**src/sv/mhts_pkg.sv**
```systemverilog
// ---------------------------------------------------------------------------
// mhts_pkg
// Shared widths, request codes and types of the timer heap scheduler.
// ---------------------------------------------------------------------------
package mhts_pkg;

    localparam int REQ_W      = 2;
    localparam int ID_W       = 5;
    localparam int PER_W      = 32;
    localparam int TIME_W     = 48;
    localparam int TIMERS_DEF = 32;
    localparam int MAX_EXP    = 32;
    localparam int NW         = $clog2(MAX_EXP + 1);

    localparam logic [REQ_W-1:0] REQ_START = 2'd0;
    localparam logic [REQ_W-1:0] REQ_STOP  = 2'd1;
    localparam logic [REQ_W-1:0] REQ_TICK  = 2'd2;

    localparam logic [TIME_W-1:0] TIME_MAX = {TIME_W{1'b1}};

    typedef struct packed {
        logic cur_lt_a;
        logic cur_lt_b;
        logic a_lt_b;
        logic a_le_now;
    } t_cmp;

endpackage

```
**src/sv/mhts_req_if.sv**
```systemverilog
// ---------------------------------------------------------------------------
// mhts_req_if
// Request channel: start, stop and tick requests.
// ---------------------------------------------------------------------------
interface mhts_req_if;
    import mhts_pkg::*;

    logic              valid;
    logic              ready;
    logic [REQ_W-1:0]  req_type;
    logic [ID_W-1:0]   timer_id;
    logic [PER_W-1:0]  interval_ms;
    logic              periodic;
    logic [TIME_W-1:0] now_ms;

    modport source (output valid, req_type, timer_id, interval_ms, periodic, now_ms,
                    input ready);
    modport sink   (input valid, req_type, timer_id, interval_ms, periodic, now_ms,
                    output ready);
endinterface

```
**src/sv/mhts_exp_if.sv**
```systemverilog
// ---------------------------------------------------------------------------
// mhts_exp_if
// Expiry channel: one beat per expired timer.
// ---------------------------------------------------------------------------
interface mhts_exp_if;
    import mhts_pkg::*;

    logic            valid;
    logic            ready;
    logic [ID_W-1:0] expired_timer;
    logic            last;

    modport source (output valid, expired_timer, last, input ready);
    modport sink   (input valid, expired_timer, last, output ready);
endinterface

```
**src/sv/mhts_cmp.sv**
```systemverilog
// ---------------------------------------------------------------------------
// mhts_cmp
// Shared compare unit and saturating expiry adder of the heap sequencer.
// ---------------------------------------------------------------------------
module mhts_cmp (
    input  logic [mhts_pkg::TIME_W-1:0] i_cur_e,
    input  logic [mhts_pkg::TIME_W-1:0] i_a_e,
    input  logic [mhts_pkg::TIME_W-1:0] i_b_e,
    input  logic [mhts_pkg::TIME_W-1:0] i_now,
    input  logic [mhts_pkg::PER_W-1:0]  i_per,
    output mhts_pkg::t_cmp              o_flags,
    output logic [mhts_pkg::TIME_W-1:0] o_sum
);
    import mhts_pkg::*;

    logic [TIME_W:0] sum;

    assign sum = {1'b0, i_now} + (TIME_W + 1)'(i_per);
    assign o_sum = sum[TIME_W] ? TIME_MAX : sum[TIME_W-1:0];

    assign o_flags.cur_lt_a = i_cur_e < i_a_e;
    assign o_flags.cur_lt_b = i_cur_e < i_b_e;
    assign o_flags.a_lt_b   = i_a_e < i_b_e;
    assign o_flags.a_le_now = !(i_now < i_a_e);
endmodule

```
**src/sv/min_heap_timer_scheduler.sv**
```systemverilog
// ---------------------------------------------------------------------------
// min_heap_timer_scheduler
// Timer queue kept as a binary min-heap by expiry time.
//
// i_req carries start, stop and tick requests; a beat is taken only while
// the sequencer is idle. o_exp carries one beat per expired timer, in pop
// order, with last set on the final beat of a tick.
// A start of an idle timer appends the new entry at the end of the heap;
// it then rises one heap level at a time while it is earlier than its parent.
// A stop of a timer that holds the last heap slot only drops that slot;
// otherwise the last entry refills the freed slot and sifts up or down.
// A start of a running timer runs the stop sequence before the insertion.
// A tick gives no beat on an empty heap or when nothing is due; each expiry
// is a removal from the root and, for a periodic timer, a reinsertion.
// The sequencer works through the single heap memory (two read ports, one
// write port) and the one compare unit that every sift step goes through.
// Reset empties the heap and marks every timer idle; no clearing pass.
// When the receiver stalls, the sequencer holds at the next expiry until
// the output register frees up; new requests are taken while the last
// beat of a tick still waits.
// ---------------------------------------------------------------------------
module min_heap_timer_scheduler #(
    parameter int TIMERS = mhts_pkg::TIMERS_DEF
) (
    input  logic         i_clk,
    input  logic         i_rst_n,
    mhts_req_if.sink     i_req,
    mhts_exp_if.source   o_exp
);
    import mhts_pkg::*;

    localparam int IW = (TIMERS > 1) ? $clog2(TIMERS) : 1;
    localparam int CW = $clog2(TIMERS + 1);
    localparam int XW = IW + 2;

    localparam logic [3:0] S_IDLE    = 4'd0;
    localparam logic [3:0] S_RM_SLOT = 4'd1;
    localparam logic [3:0] S_RM      = 4'd2;
    localparam logic [3:0] S_RM_LAST = 4'd3;
    localparam logic [3:0] S_UP      = 4'd4;
    localparam logic [3:0] S_UP_CMP  = 4'd5;
    localparam logic [3:0] S_DN      = 4'd6;
    localparam logic [3:0] S_DN_CMP  = 4'd7;
    localparam logic [3:0] S_INS     = 4'd8;
    localparam logic [3:0] S_TK_ROOT = 4'd9;
    localparam logic [3:0] S_TK_CHK  = 4'd10;
    localparam logic [3:0] S_TK_REP  = 4'd11;
    localparam logic [3:0] S_TK_END  = 4'd12;

    logic [3:0]        r_state, n_state;
    logic [REQ_W-1:0]  r_op, n_op;
    logic [IW-1:0]     r_tid, n_tid;
    logic [PER_W-1:0]  r_per, n_per;
    logic              r_rep, n_rep;
    logic [TIME_W-1:0] r_now, n_now;
    logic [CW-1:0]     r_cnt, n_cnt;
    logic [TIMERS-1:0] r_live, n_live;
    logic [TIME_W-1:0] r_cur_e, n_cur_e;
    logic [IW-1:0]     r_cur_o, n_cur_o;
    logic [IW-1:0]     r_cur_i, n_cur_i;
    logic              r_down, n_down;
    logic              r_ins, n_ins;
    logic [NW-1:0]     r_n, n_n;
    logic              r_pend_v, n_pend_v;
    logic [IW-1:0]     r_pend, n_pend;
    logic              r_ov, n_ov;
    logic [ID_W-1:0]   r_oid, n_oid;
    logic              r_olast, n_olast;

    logic [TIME_W-1:0] m_e [TIMERS];
    logic [IW-1:0]     m_o [TIMERS];
    logic [IW-1:0]     m_slot [TIMERS];
    logic [PER_W-1:0]  m_per [TIMERS];
    logic              m_rep [TIMERS];

    logic [TIME_W-1:0] rd_a_e, rd_b_e, h_we_e;
    logic [IW-1:0]     rd_a_o, rd_b_o, h_we_o;
    logic [IW-1:0]     rd_slot;
    logic [PER_W-1:0]  rd_per;
    logic              rd_rep;

    logic              h_we, h_re_a, h_re_b, s_we, s_re, p_we, p_re;
    logic [IW-1:0]     h_wa, h_ra, h_rb, s_wa, s_wd, s_ra, p_ra;

    t_cmp              cmp;
    logic [TIME_W-1:0] sum;
    logic [PER_W-1:0]  sum_per;

    logic [6:0]        id_x;
    logic [IW-1:0]     id_i;
    logic              id_ok;
    logic [3:0]        cont;
    logic [IW-1:0]     par;
    logic [XW-1:0]     c_x, c1_x, cnt_x;
    logic              m_is_a;
    logic              out_free;

    always_ff @(posedge i_clk) begin
        if (h_we) begin
            m_e[h_wa] <= h_we_e;
            m_o[h_wa] <= h_we_o;
        end
        if (h_re_a) begin
            rd_a_e <= m_e[h_ra];
            rd_a_o <= m_o[h_ra];
        end
        if (h_re_b) begin
            rd_b_e <= m_e[h_rb];
            rd_b_o <= m_o[h_rb];
        end
    end

    always_ff @(posedge i_clk) begin
        if (s_we) begin
            m_slot[s_wa] <= s_wd;
        end
        if (s_re) begin
            rd_slot <= m_slot[s_ra];
        end
    end

    always_ff @(posedge i_clk) begin
        if (p_we) begin
            m_per[r_tid] <= r_per;
            m_rep[r_tid] <= r_rep;
        end
        if (p_re) begin
            rd_per <= m_per[p_ra];
            rd_rep <= m_rep[p_ra];
        end
    end

    assign sum_per = (r_state == S_INS) ? r_per : rd_per;

    mhts_cmp u_cmp (
        .i_cur_e (r_cur_e),
        .i_a_e   (rd_a_e),
        .i_b_e   (rd_b_e),
        .i_now   (r_now),
        .i_per   (sum_per),
        .o_flags (cmp),
        .o_sum   (sum)
    );

    assign id_x     = {2'b00, i_req.timer_id};
    assign id_i     = IW'(id_x);
    assign id_ok    = id_x < 7'(TIMERS);
    assign par      = (r_cur_i - 1'b1) >> 1;
    assign c_x      = XW'({r_cur_i, 1'b1});
    assign c1_x     = c_x + 1'b1;
    assign cnt_x    = XW'(r_cnt);
    assign m_is_a   = (c1_x == cnt_x) || cmp.a_lt_b;
    assign out_free = !r_ov || o_exp.ready;

    assign i_req.ready         = (r_state == S_IDLE);
    assign o_exp.valid         = r_ov;
    assign o_exp.expired_timer = r_oid;
    assign o_exp.last          = r_olast;

    always_comb begin
        if (r_ins) begin
            cont = (r_op == REQ_TICK) ? S_TK_ROOT : S_IDLE;
        end else if (r_op == REQ_START) begin
            cont = S_INS;
        end else if (r_op == REQ_STOP) begin
            cont = S_IDLE;
        end else begin
            cont = S_TK_REP;
        end
    end

    always_comb begin
        n_state  = r_state;
        n_op     = r_op;
        n_tid    = r_tid;
        n_per    = r_per;
        n_rep    = r_rep;
        n_now    = r_now;
        n_cnt    = r_cnt;
        n_live   = r_live;
        n_cur_e  = r_cur_e;
        n_cur_o  = r_cur_o;
        n_cur_i  = r_cur_i;
        n_down   = r_down;
        n_ins    = r_ins;
        n_n      = r_n;
        n_pend_v = r_pend_v;
        n_pend   = r_pend;
        n_ov     = r_ov && !o_exp.ready;
        n_oid    = r_oid;
        n_olast  = r_olast;
        h_we     = 1'b0;
        h_wa     = r_cur_i;
        h_we_e   = r_cur_e;
        h_we_o   = r_cur_o;
        h_re_a   = 1'b0;
        h_ra     = par;
        h_re_b   = 1'b0;
        h_rb     = c1_x[IW-1:0];
        s_we     = 1'b0;
        s_wa     = r_cur_o;
        s_wd     = r_cur_i;
        s_re     = 1'b0;
        s_ra     = id_i;
        p_we     = 1'b0;
        p_re     = 1'b0;
        p_ra     = rd_a_o;

        case (r_state)
            S_IDLE: begin
                if (i_req.valid) begin
                    n_op   = i_req.req_type;
                    n_tid  = id_i;
                    n_per  = (i_req.interval_ms == '0) ? PER_W'(1) : i_req.interval_ms;
                    n_rep  = i_req.periodic;
                    n_now  = i_req.now_ms;
                    n_ins  = 1'b0;
                    n_n    = '0;
                    s_re   = 1'b1;
                    case (i_req.req_type)
                        REQ_START: begin
                            if (id_ok) begin
                                n_state = r_live[id_i] ? S_RM_SLOT : S_INS;
                            end
                        end
                        REQ_STOP: begin
                            if (id_ok && r_live[id_i]) begin
                                n_state = S_RM_SLOT;
                            end
                        end
                        REQ_TICK: begin
                            n_state = S_TK_ROOT;
                        end
                        default: begin
                        end
                    endcase
                end
            end
            S_RM_SLOT: begin
                n_cur_i = rd_slot;
                n_state = S_RM;
            end
            S_RM: begin
                n_live[r_tid] = 1'b0;
                if (CW'(r_cur_i) == r_cnt - 1'b1) begin
                    n_cnt   = r_cnt - 1'b1;
                    n_state = cont;
                end else begin
                    h_re_a  = 1'b1;
                    h_ra    = IW'(r_cnt - 1'b1);
                    n_state = S_RM_LAST;
                end
            end
            S_RM_LAST: begin
                n_cur_e = rd_a_e;
                n_cur_o = rd_a_o;
                n_cnt   = r_cnt - 1'b1;
                n_down  = 1'b1;
                n_state = S_UP;
            end
            S_UP: begin
                if (r_cur_i == '0) begin
                    if (r_down) begin
                        n_state = S_DN;
                    end else begin
                        h_we    = 1'b1;
                        s_we    = 1'b1;
                        n_state = cont;
                    end
                end else begin
                    h_re_a  = 1'b1;
                    n_state = S_UP_CMP;
                end
            end
            S_UP_CMP: begin
                if (cmp.cur_lt_a) begin
                    h_we    = 1'b1;
                    h_we_e  = rd_a_e;
                    h_we_o  = rd_a_o;
                    s_we    = 1'b1;
                    s_wa    = rd_a_o;
                    n_cur_i = par;
                    n_down  = 1'b0;
                    n_state = S_UP;
                end else if (r_down) begin
                    n_state = S_DN;
                end else begin
                    h_we    = 1'b1;
                    s_we    = 1'b1;
                    n_state = cont;
                end
            end
            S_DN: begin
                if (c_x < cnt_x) begin
                    h_re_a  = 1'b1;
                    h_ra    = c_x[IW-1:0];
                    h_re_b  = 1'b1;
                    n_state = S_DN_CMP;
                end else begin
                    h_we    = 1'b1;
                    s_we    = 1'b1;
                    n_state = cont;
                end
            end
            S_DN_CMP: begin
                if (m_is_a ? cmp.cur_lt_a : cmp.cur_lt_b) begin
                    h_we    = 1'b1;
                    s_we    = 1'b1;
                    n_state = cont;
                end else begin
                    h_we    = 1'b1;
                    h_we_e  = m_is_a ? rd_a_e : rd_b_e;
                    h_we_o  = m_is_a ? rd_a_o : rd_b_o;
                    s_we    = 1'b1;
                    s_wa    = m_is_a ? rd_a_o : rd_b_o;
                    n_cur_i = m_is_a ? c_x[IW-1:0] : c1_x[IW-1:0];
                    n_state = S_DN;
                end
            end
            S_INS: begin
                p_we    = 1'b1;
                n_cur_e = sum;
                n_cur_o = r_tid;
                n_cur_i = IW'(r_cnt);
                n_live[r_tid] = 1'b1;
                n_cnt   = r_cnt + 1'b1;
                n_ins   = 1'b1;
                n_down  = 1'b0;
                n_state = S_UP;
            end
            S_TK_ROOT: begin
                n_ins = 1'b0;
                if (r_cnt == '0) begin
                    n_state = S_TK_END;
                end else begin
                    h_re_a  = 1'b1;
                    h_ra    = '0;
                    n_state = S_TK_CHK;
                end
            end
            S_TK_CHK: begin
                if (cmp.a_le_now && (r_n < NW'(MAX_EXP))) begin
                    if (!r_pend_v || out_free) begin
                        if (r_pend_v) begin
                            n_ov    = 1'b1;
                            n_oid   = ID_W'(r_pend);
                            n_olast = 1'b0;
                        end
                        n_pend_v = 1'b1;
                        n_pend   = rd_a_o;
                        n_n      = r_n + 1'b1;
                        n_tid    = rd_a_o;
                        p_re     = 1'b1;
                        n_cur_i  = '0;
                        n_state  = S_RM;
                    end
                end else begin
                    n_state = S_TK_END;
                end
            end
            S_TK_REP: begin
                if (rd_rep) begin
                    n_cur_e = sum;
                    n_cur_o = r_tid;
                    n_cur_i = IW'(r_cnt);
                    n_live[r_tid] = 1'b1;
                    n_cnt   = r_cnt + 1'b1;
                    n_ins   = 1'b1;
                    n_down  = 1'b0;
                    n_state = S_UP;
                end else begin
                    n_state = S_TK_ROOT;
                end
            end
            S_TK_END: begin
                if (!r_pend_v) begin
                    n_state = S_IDLE;
                end else if (out_free) begin
                    n_ov     = 1'b1;
                    n_oid    = ID_W'(r_pend);
                    n_olast  = 1'b1;
                    n_pend_v = 1'b0;
                    n_state  = S_IDLE;
                end
            end
            default: begin
                n_state = S_IDLE;
            end
        endcase
    end

    always_ff @(posedge i_clk) begin
        if (!i_rst_n) begin
            r_state  <= S_IDLE;
            r_cnt    <= '0;
            r_live   <= '0;
            r_pend_v <= 1'b0;
            r_ov     <= 1'b0;
            r_n      <= '0;
            r_ins    <= 1'b0;
            r_down   <= 1'b0;
            r_op     <= REQ_START;
        end else begin
            r_state  <= n_state;
            r_cnt    <= n_cnt;
            r_live   <= n_live;
            r_pend_v <= n_pend_v;
            r_ov     <= n_ov;
            r_n      <= n_n;
            r_ins    <= n_ins;
            r_down   <= n_down;
            r_op     <= n_op;
        end
    end

    always_ff @(posedge i_clk) begin
        r_tid   <= n_tid;
        r_per   <= n_per;
        r_rep   <= n_rep;
        r_now   <= n_now;
        r_cur_e <= n_cur_e;
        r_cur_o <= n_cur_o;
        r_cur_i <= n_cur_i;
        r_pend  <= n_pend;
        r_oid   <= n_oid;
        r_olast <= n_olast;
    end

    a_cnt_range: assert property (@(posedge i_clk) disable iff (!i_rst_n)
        r_cnt <= CW'(TIMERS))
        else $error("heap count beyond capacity");

    a_live_cnt: assert property (@(posedge i_clk) disable iff (!i_rst_n)
        (r_state == S_IDLE) |-> ($countones(r_live) == int'(r_cnt)))
        else $error("live timers disagree with heap count");

    a_exp_bound: assert property (@(posedge i_clk) disable iff (!i_rst_n)
        r_n <= NW'(MAX_EXP))
        else $error("too many expiries in one tick");

    a_heap_wr: assert property (@(posedge i_clk) disable iff (!i_rst_n)
        h_we |-> (r_state == S_UP || r_state == S_UP_CMP
                  || r_state == S_DN || r_state == S_DN_CMP))
        else $error("heap write outside a sift step");

endmodule

```
**src/flat_wrapper.sv**
```systemverilog
// flat-port wrapper written by rule: the top's interface ports become plain ports
module min_heap_timer_scheduler_flat import mhts_pkg::*;
#(
    parameter int TIMERS = mhts_pkg::TIMERS_DEF
)
  (i_clk, i_rst_n, i_req_valid, i_req_req_type, i_req_timer_id, i_req_interval_ms, i_req_periodic, i_req_now_ms, i_req_ready, o_exp_valid, o_exp_expired_timer, o_exp_last, o_exp_ready);
  mhts_req_if i_req_i ();
  mhts_exp_if o_exp_i ();
  input  logic i_clk;
  input  logic i_rst_n;
  input wire logic [$bits(i_req_i.valid)-1:0] i_req_valid;
  input wire logic [$bits(i_req_i.req_type)-1:0] i_req_req_type;
  input wire logic [$bits(i_req_i.timer_id)-1:0] i_req_timer_id;
  input wire logic [$bits(i_req_i.interval_ms)-1:0] i_req_interval_ms;
  input wire logic [$bits(i_req_i.periodic)-1:0] i_req_periodic;
  input wire logic [$bits(i_req_i.now_ms)-1:0] i_req_now_ms;
  output wire logic [$bits(i_req_i.ready)-1:0] i_req_ready;
  output wire logic [$bits(o_exp_i.valid)-1:0] o_exp_valid;
  output wire logic [$bits(o_exp_i.expired_timer)-1:0] o_exp_expired_timer;
  output wire logic [$bits(o_exp_i.last)-1:0] o_exp_last;
  input wire logic [$bits(o_exp_i.ready)-1:0] o_exp_ready;
  assign i_req_i.valid = i_req_valid;
  assign i_req_i.req_type = i_req_req_type;
  assign i_req_i.timer_id = i_req_timer_id;
  assign i_req_i.interval_ms = i_req_interval_ms;
  assign i_req_i.periodic = i_req_periodic;
  assign i_req_i.now_ms = i_req_now_ms;
  assign i_req_ready = i_req_i.ready;
  assign o_exp_valid = o_exp_i.valid;
  assign o_exp_expired_timer = o_exp_i.expired_timer;
  assign o_exp_last = o_exp_i.last;
  assign o_exp_i.ready = o_exp_ready;
  min_heap_timer_scheduler #(.TIMERS(TIMERS)) u_core (.i_clk(i_clk), .i_rst_n(i_rst_n), .i_req(i_req_i), .o_exp(o_exp_i));
endmodule
```
**config.mk**
```make
export PLATFORM = sky130hd
export DESIGN_NAME = min_heap_timer_scheduler_flat
export DESIGN_NICKNAME = d
export VERILOG_FILES = /design/src/sv/mhts_pkg.sv /design/src/sv/mhts_req_if.sv /design/src/sv/mhts_exp_if.sv /design/src/sv/mhts_cmp.sv /design/src/sv/min_heap_timer_scheduler.sv /design/src/flat_wrapper.sv
export SDC_FILE = /design/constraint.sdc
export NUM_CORES = 2
export LEC_CHECK = 0
export ABC_CLOCK_PERIOD_IN_PS = 10200
export BUFFER_PORTS_ARGS = -buffer_cell sky130_fd_sc_hd__buf_4
export CAP_MARGIN = 10
export CELL_PAD_IN_SITES_DETAIL_PLACEMENT = 1
export CELL_PAD_IN_SITES_GLOBAL_PLACEMENT = 2
export CORE_MARGIN = 2
export CORE_UTILIZATION = 45
export DETAILED_ROUTE_END_ITERATION = 12
export GPL_ROUTABILITY_DRIVEN = 0
export PLACE_DENSITY = 0.85
export SETUP_SLACK_MARGIN = 0.3
export SLEW_MARGIN = 10
export SYNTH_ARGS = -nofsm -noshare
export SYNTH_HDL_FRONTEND = slang
export SYNTH_SLANG_ARGS = --single-unit
```
**constraint.sdc**
```tcl
create_clock -name i_clk -period 10.2 [get_ports i_clk]
set_input_delay 1.53 -clock i_clk [delete_from_list [all_inputs] [get_ports i_clk]]
set_output_delay 1.53 -clock i_clk [all_outputs]
set_load 0.005 [all_outputs]
```
; ---- Word level (Yosys, flattened, before mapping)
; Memories as Yosys holds them, arrays and structs flattened. A register that Yosys moved wholly into a read port is not among the register bits.
; Cells that the tools add are included.
[totals]
register_bits = 209
latch_bits = 0
ram_bits = 2912
mem_bits_ro = 0
output_inout_bits = 8
mem_count = 5
[classes]
n_addsub = 6
n_mul = 0
n_div = 0
n_lt_le_gt_ge = 10
n_eq_ne = 33
n_shift = 0
n_mux = 115
n_bitwise = 3
n_reduce_logical = 38
[mem_list]
columns = memory, words, word_bits, read_ports, rd_ports_with_merged_regs, write_ports, line
row1 = u_core.m_e, 32, 48, 2, 2, 1, min_heap_timer_scheduler.sv:70  ; logic [TIME_W-1:0] m_e [TIMERS];
row2 = u_core.m_per, 32, 32, 1, 1, 1, min_heap_timer_scheduler.sv:73  ; logic [PER_W-1:0] m_per [TIMERS];
row3 = u_core.m_o, 32, 5, 2, 2, 1, min_heap_timer_scheduler.sv:71  ; logic [IW-1:0] m_o [TIMERS];
row4 = u_core.m_slot, 32, 5, 1, 1, 1, min_heap_timer_scheduler.sv:72  ; logic [IW-1:0] m_slot [TIMERS];
row5 = u_core.m_rep, 32, 1, 1, 1, 1, min_heap_timer_scheduler.sv:74  ; logic m_rep [TIMERS];
[op_table]
columns = op, n
row1 = 48-bit 2-to-1 mux, 5
row2 = 48-bit < comparator, 4
row3 = 48-bit one-hot mux with 3 select lines, 1
row4 = 5-bit 2-to-1 mux, 20
row5 = 32-bit one-hot mux with 3 select lines, 1
row6 = 48-bit one-hot mux with 2 select lines, 1
row7 = 4-bit 2-to-1 mux, 20
row8 = 32-bit 2-to-1 mux, 2
row9 = 48-bit by 32-bit adder with 49-bit output, 1
row10 = 4-bit one-hot mux with 12 select lines, 1
row11 = 1-bit 2-to-1 mux, 40
row12 = 32-bit AND, 1
row13 = 32-bit zero test, 1
row14 = 32-bit inverter, 1
row15 = 32-bit OR, 1
row16 = 6-bit 2-to-1 mux, 5
row17 = 5-bit one-hot mux with 2 select lines, 3
row18 = 5-bit one-hot mux with 3 select lines, 2
row19 = 5-bit one-hot mux with 6 select lines, 1
row20 = 6-bit one-hot mux with 4 select lines, 1
row21 = "4-bit equality test, second input constant", 5
row22 = "5-bit by 6-bit < comparator with 1-bit output, second input constant", 3
row23 = 6-bit AND reduction, 3
row24 = "4-bit by 3-bit equality test with 1-bit output, second input constant", 4
row25 = other kinds (40), 78

; ---- Logic depth before layout (Yosys ltp)
[logic_depth]
depth_word = 7
ltp_mapped = 18
mapped_depth_nobuf = 15

; ---- By module
; From an unflattened synthesis, not the netlist that was laid out.
[unflattened]
cells_unflattened = 8848
area_unflattened_um2 = 142051.2
[by_module_without_submodules]
columns = module, instances, cells_per_inst, area_per_inst_um2, seq_area_each_um2
row1 = min_heap_timer_scheduler, 1, 7943, 135322.3, 97503.5
row2 = mhts_cmp, 1, 905, 6729.0, 0.0

; ---- Worst setup path after synthesis
; No wires, ideal clock.
[synth_path]
path_type = register to register
start = reg u_core.r_cur_i[0], in the netlist u_core.h_wa[0]
end = reg u_core.rd_a_o[1], in the netlist u_core.p_ra[1] (read register of u_core.m_o), data pin
setup_time_ns = 0.252
arrival_ns = 6.903
required_ns = 9.948
path_slack_ns = 3.045
path_stages_with_launch = 16
n_path_buf = 3
period_less_slack_ns = 7.155
path_cell_list = edfxtp_1 > buf_2 > inv_1 > ha_1 > nor2b_1 > o21a_1 > o211a_1 > nor3_1 > a32oi_2 > nor3_1 > and2_1 > buf_2 > buf_2 > a32oi_1 > nand4_1 > nor2_1
[synth_between]
elab_chain_cells = 3
word_cells_on_any_way = 12
[synth_lines]
columns = item, line
row1 = from (decl), min_heap_timer_scheduler.sv:60  ; logic [IW-1:0] r_cur_i, n_cur_i;
row2 = from (signal assigned), min_heap_timer_scheduler.sv:423  ; r_cur_i <= n_cur_i;
row3 = "6-bit < comparator, or another cell as far along", min_heap_timer_scheduler.sv:294  ; if (c_x < cnt_x) begin
row4 = "1-bit 2-to-1 mux, or another cell as far along", min_heap_timer_scheduler.sv:294
row5 = 1-bit one-hot mux with 4 select lines / 5-bit one-hot mux with 3 select lines (equally long branches), min_heap_timer_scheduler.sv:209  ; case (r_state)
row6 = to (decl), min_heap_timer_scheduler.sv:77  ; logic [IW-1:0] rd_a_o, rd_b_o, h_we_o;
; Parallel ways exist; a longest one is shown, timed or not.
; A chain may end at the register's enable or synchronous reset.

; ---- Worst setup path in the final report
[layout_path]
start = reg u_core.r_state[3]
end = reg u_core.r_cur_e[39], data pin
[layout_between]
elab_chain_cells = 6
word_cells_on_any_way = 8
[layout_lines]
columns = item, line
row1 = from (decl), min_heap_timer_scheduler.sv:50  ; logic [3:0] r_state, n_state;
row2 = from (signal assigned), min_heap_timer_scheduler.sv:404  ; r_state <= n_state;
row3 = 4-bit equality test, "min_heap_timer_scheduler.sv:133, min_heap_timer_scheduler.sv:209"
row4 = 32-bit 2-to-1 mux, min_heap_timer_scheduler.sv:133  ; assign sum_per = (r_state == S_INS) ? r_per : rd_per;
row5 = 48-bit by 32-bit adder with 49-bit output, mhts_cmp.sv:18  ; assign sum = {1'b0, i_now} + (TIME_W + 1)'(i_per);
row6 = 48-bit 2-to-1 mux, mhts_cmp.sv:19  ; assign o_sum = sum[TIME_W] ? TIME_MAX : sum[TIME_W-1:0];
row7 = 48-bit 2-to-1 mux, min_heap_timer_scheduler.sv:362  ; if (rd_rep) begin
row8 = 48-bit one-hot mux with 3 select lines (*), min_heap_timer_scheduler.sv:209
row9 = via u_core.n_cur_e[39], min_heap_timer_scheduler.sv:58  ; logic [TIME_W-1:0] r_cur_e, n_cur_e;
row10 = to (signal assigned), min_heap_timer_scheduler.sv:421  ; r_cur_e <= n_cur_e;
row11 = to (decl), min_heap_timer_scheduler.sv:58
; The timed path passes the listed nets; every way through them passes the cells marked *. The select of a mux whose other input is x is not followed.

==> reports/metrics.yaml <==
sta:
  fin_worst_skew_ps: 72.4
  tightest_slew_ps: 1260
  period_minus_slack_ps: 6990
  finalSetupTns_ps: 0
  slew_headroom_pct: 15.2
  fmax_mhz: 143
  hold_viol: 0
  slew_violations: 0
  rsz0062_at_grt: "false"
  fin_crit_sh_pct: 68.5
  setup_viol: 0
  whs_ps: 448
setup_path:
  cp-start-kind: "flop"
  critPathKind: "flop to flop"
  reg2reg_to: "u_core.r_cur_e[39]"
  r2r_cells: 17
  critPathCaptureType: "flop"
  critPathLaunch: "u_core.r_state[3]"
  r2r_start: "u_core.r_state[3]"
  worstPathArrival_ps: 7610
  crit_required_ps: 10820
  rrSetupSlack_ps: 3210
  worstPathMaxFanout: 37
  crit_end: "u_core.r_cur_e[39]"
clock_tree:
  clk_latency_ps: 960
  cts_setup_buffers: 0
  cts_buffer_depth: 4
  cts_made_buffers: 336
  path_clk_slew_ps: 70
  cts_sinks: 3265
  holdBufCountCts: 0
  cts_tree: "yes"
  cts_resized: 0
  h-tree-depth: 5
  clockRootBuffer: "clkbuf_16"
placement:
  port_buffers: 99
  dp.cells: 11900
  dp_hpwl_um: 252000
  place_area_mm2: 0.145
floorplanning:
  core_area_mm2: 0.308
  pin_count: 100
  fp.dieH_um: 560
  die_x_um: 560
  initial_core_util_pct: 45.1
  dieArea_mm2: 0.313
  num_rows: 204
power:
  vdd_drop_max_v: 0.000356
  internal_power_w: 0.0311
  p_leak_nw: 51.2
  p_comb_share_pct: 40.5
  clockPowerShare_pct: 24.6
  switching_share_pct: 38.9
  seq_power_share_pct: 34.9
  power_density_mw_per_mm2: 325
  power_switching_w: 0.0198
logic_synthesis:
  synth-async-reset-ratio_pct: 0
  synth_area_mm2: 0.139
  synth_edf_count: 3211
  syn_nets: 8323
  syn_inst: 7994
  syn_avg_cell_area_um2: 17.4
  ys_seq_area_share_pct: 70.2
  yosys_warnings: 0
  ys.flop_type: "edfxtp_1"
  ys_types: 111
  ys_ff_latch: 3265
run_status:
  status: "finished clean"
final_layout:
  area_growth_pct: 12.4
  nets: 8476
  stdcell_area_mm2: 0.156
  drive_gt1_share_pct: 20.9
  ff_latch_area_mm2: 0.0975
  stdcell_count: 12600
  fillCellCount: 28300
  multi_input_area_mm2: 0.0394
  fin_util_pct: 50.7
drt:
  ant_nets: 0
  wire_per_inst_um: 34.7
  drc_errors: 0
  drtPass1Iterations: 5
  wl_um: 435000
  viasPerCell: 6.55
  drtIter0Drc: 11000
  route.vias.total: 82200
global_route:
  grt_pass1_vias: 85000
  grt_max_degree: 142
  grt_overflow: 0
  antenna_found_initial: 9
  grt_usage_pct: 27.3
  grt_pass1_wl_um: 621000
min_path:
  hold_path.class: "flop to flop"
  hold_path_depth: 0
job:
  drv_cap: 0
==> kinds of logic after synthesis <==
kind of cell,share of synthesized area [%]
compound gates,5.41
xor+xnor,0.420
fa+ha+maj,2.14
buf+inv,2.24
flops,70.2
mux,14.3
simple gates,5.30
==> power groups by stage <==
stage | combinational, W | sequential, W | clock, W
6_report | 0.0206 | 0.0177 | 0.0125
5_1_grt | 0.0215 | 0.0177 | 0.0131
4_1_cts | 0.0204 | 0.0177 | 0.0126
3_5_place_dp | 0.0202 | 0.0180 | 0
3_3_place_gp | 0.0196 | 0.0179 | 0
2_1_floorplan | 0.0131 | 0.0177 | 0
==> metal layers <==
layer | up-vias | share of wire [%] | global-route usage, %
met3 | 864 | 9.5 | 4.43
met5 | - | 0.016 | 0
met1 | 43600 | 38 | 37.1
met2 | 4952 | 47 | 43.8
met4 | 10 | 4.7 | 11.4
li1 | 32800 | - | -
==> cells in the final DEF, fill, tap and decap left out, drive strengths merged, types with 39 or more instances in the layout <==
cell / instances
mux2: 77
inv: 153
mux4: 655
buf: 317
edfxtp: 3211
dfxtp: 54
a21o: 39
mux2i: 429
nand2: 1033
o21ai: 78
clkbuf: 394
a21oi: 132
nor2: 258
a32oi: 433
clkinv: 161
nand4: 149
o221ai: 48
nand3: 54
ha: 236
==> how the worst min path moves through the flow <==
stage / from / endpoint / slack [ps]
floorplan: u_core.r_pend[0] / u_core.o_exp.expired_timer[0] / 400
global placement: u_core.r_pend[0] / u_core.o_exp.expired_timer[0] / 410
detailed placement: u_core.r_pend[0] / u_core.o_exp.expired_timer[0] / 410
CTS: u_core.r_pend[0] / u_core.o_exp.expired_timer[0] / 440
global route: u_core.r_pend[0] / u_core.o_exp.expired_timer[0] / 460
finish: u_core.r_pend[0] / u_core.o_exp.expired_timer[0] / 450
==> cell type report <==
| cell class | count | share of cell area [%] |
|---|---|---|
| Clock buffer | 394 | 5.55 |
| Clock inverter | 219 | 1.56 |
| Timing Repair Buffer | 317 | 1.60 |
| Inverter | 140 | 0.338 |
| Antenna cell | 9 | 0.0144 |
| Multi-Input combinational cell | 4087 | 25.2 |
| Sequential cell | 3265 | 62.4 |
| Tap cell | 4120 | 3.30 |
==> registers in the layout (all words and copies together) (netlist names), 6 cells and up, named ones only <==
| name | count |
|---|---|
| u_core.rd_b_e | 48 |
| u_core.r_cnt | 6 |
| u_core.rd_per | 32 |
| u_core.m_per | 1024 |
| u_core.rd_a_e | 48 |
| u_core.r_n | 6 |
| u_core.r_per | 32 |
| u_core.r_cur_e | 48 |
| u_core.m_rep | 32 |
| u_core.m_o | 160 |
| u_core.r_now | 48 |
| u_core.m_slot | 160 |
| u_core.m_e | 1536 |
==> through the flow <==
step	worst slack, ps	total power (W)
4_1_cts	3350	0.0507
6_report	3210	0.0508
3_3_place_gp	3480	0.0375
3_5_place_dp	3430	0.0382
5_1_grt	2820	0.0524
2_1_floorplan	3050	0.0308
==> worst max-delay path, cell delays in order (launching register included) <==
cell and delay, ps:
dfxtp_1 660, clkinv_1 430, nor4_2 400, buf_4 580, mux2_2 430, ha_1 220
fa_1 450, a21o_1 200, a21oi_1 230, o21ba_2 210, nor3_1 80, nor4_1 350
nor3_1 170, buf_4 190, a211oi_2 740, nor3_1 210, nor2_4 800, a32oi_1 240
==> synthesized netlist by cell type, drive strengths merged, types with 9 or more instances <==
cell / instances / area (um2)
nand3b: 9 / 67.6
nand4: 149 / 932
o21a: 13 / 105
or3: 17 / 111
mux2i: 429 / 4290
a31oi: 15 / 93.8
and3: 18 / 119
nor2b: 23 / 166
nand3: 54 / 275
a211oi: 18 / 145
mux4: 655 / 14800
dfxtp: 54 / 1080
nor3b: 16 / 135
a22oi: 35 / 263
ha: 236 / 2950
o211ai: 20 / 150
o21ai: 78 / 394
xnor2: 36 / 334
nand2b: 13 / 81.3
edfxtp: 3211 / 96400
o21bai: 10 / 86.3
a21o: 39 / 294
and2: 16 / 105
o221a: 33 / 372
nand2: 1033 / 3880
nor3: 36 / 180
nor2: 258 / 996
mux2: 77 / 867
a21oi: 132 / 672
o221ai: 48 / 420
clkbuf: 254 / 1030
nor4: 20 / 131
a32oi: 433 / 3800
xor2: 20 / 201
buf: 243 / 1500
inv: 139 / 522
(Power assumes the default switching activity.)
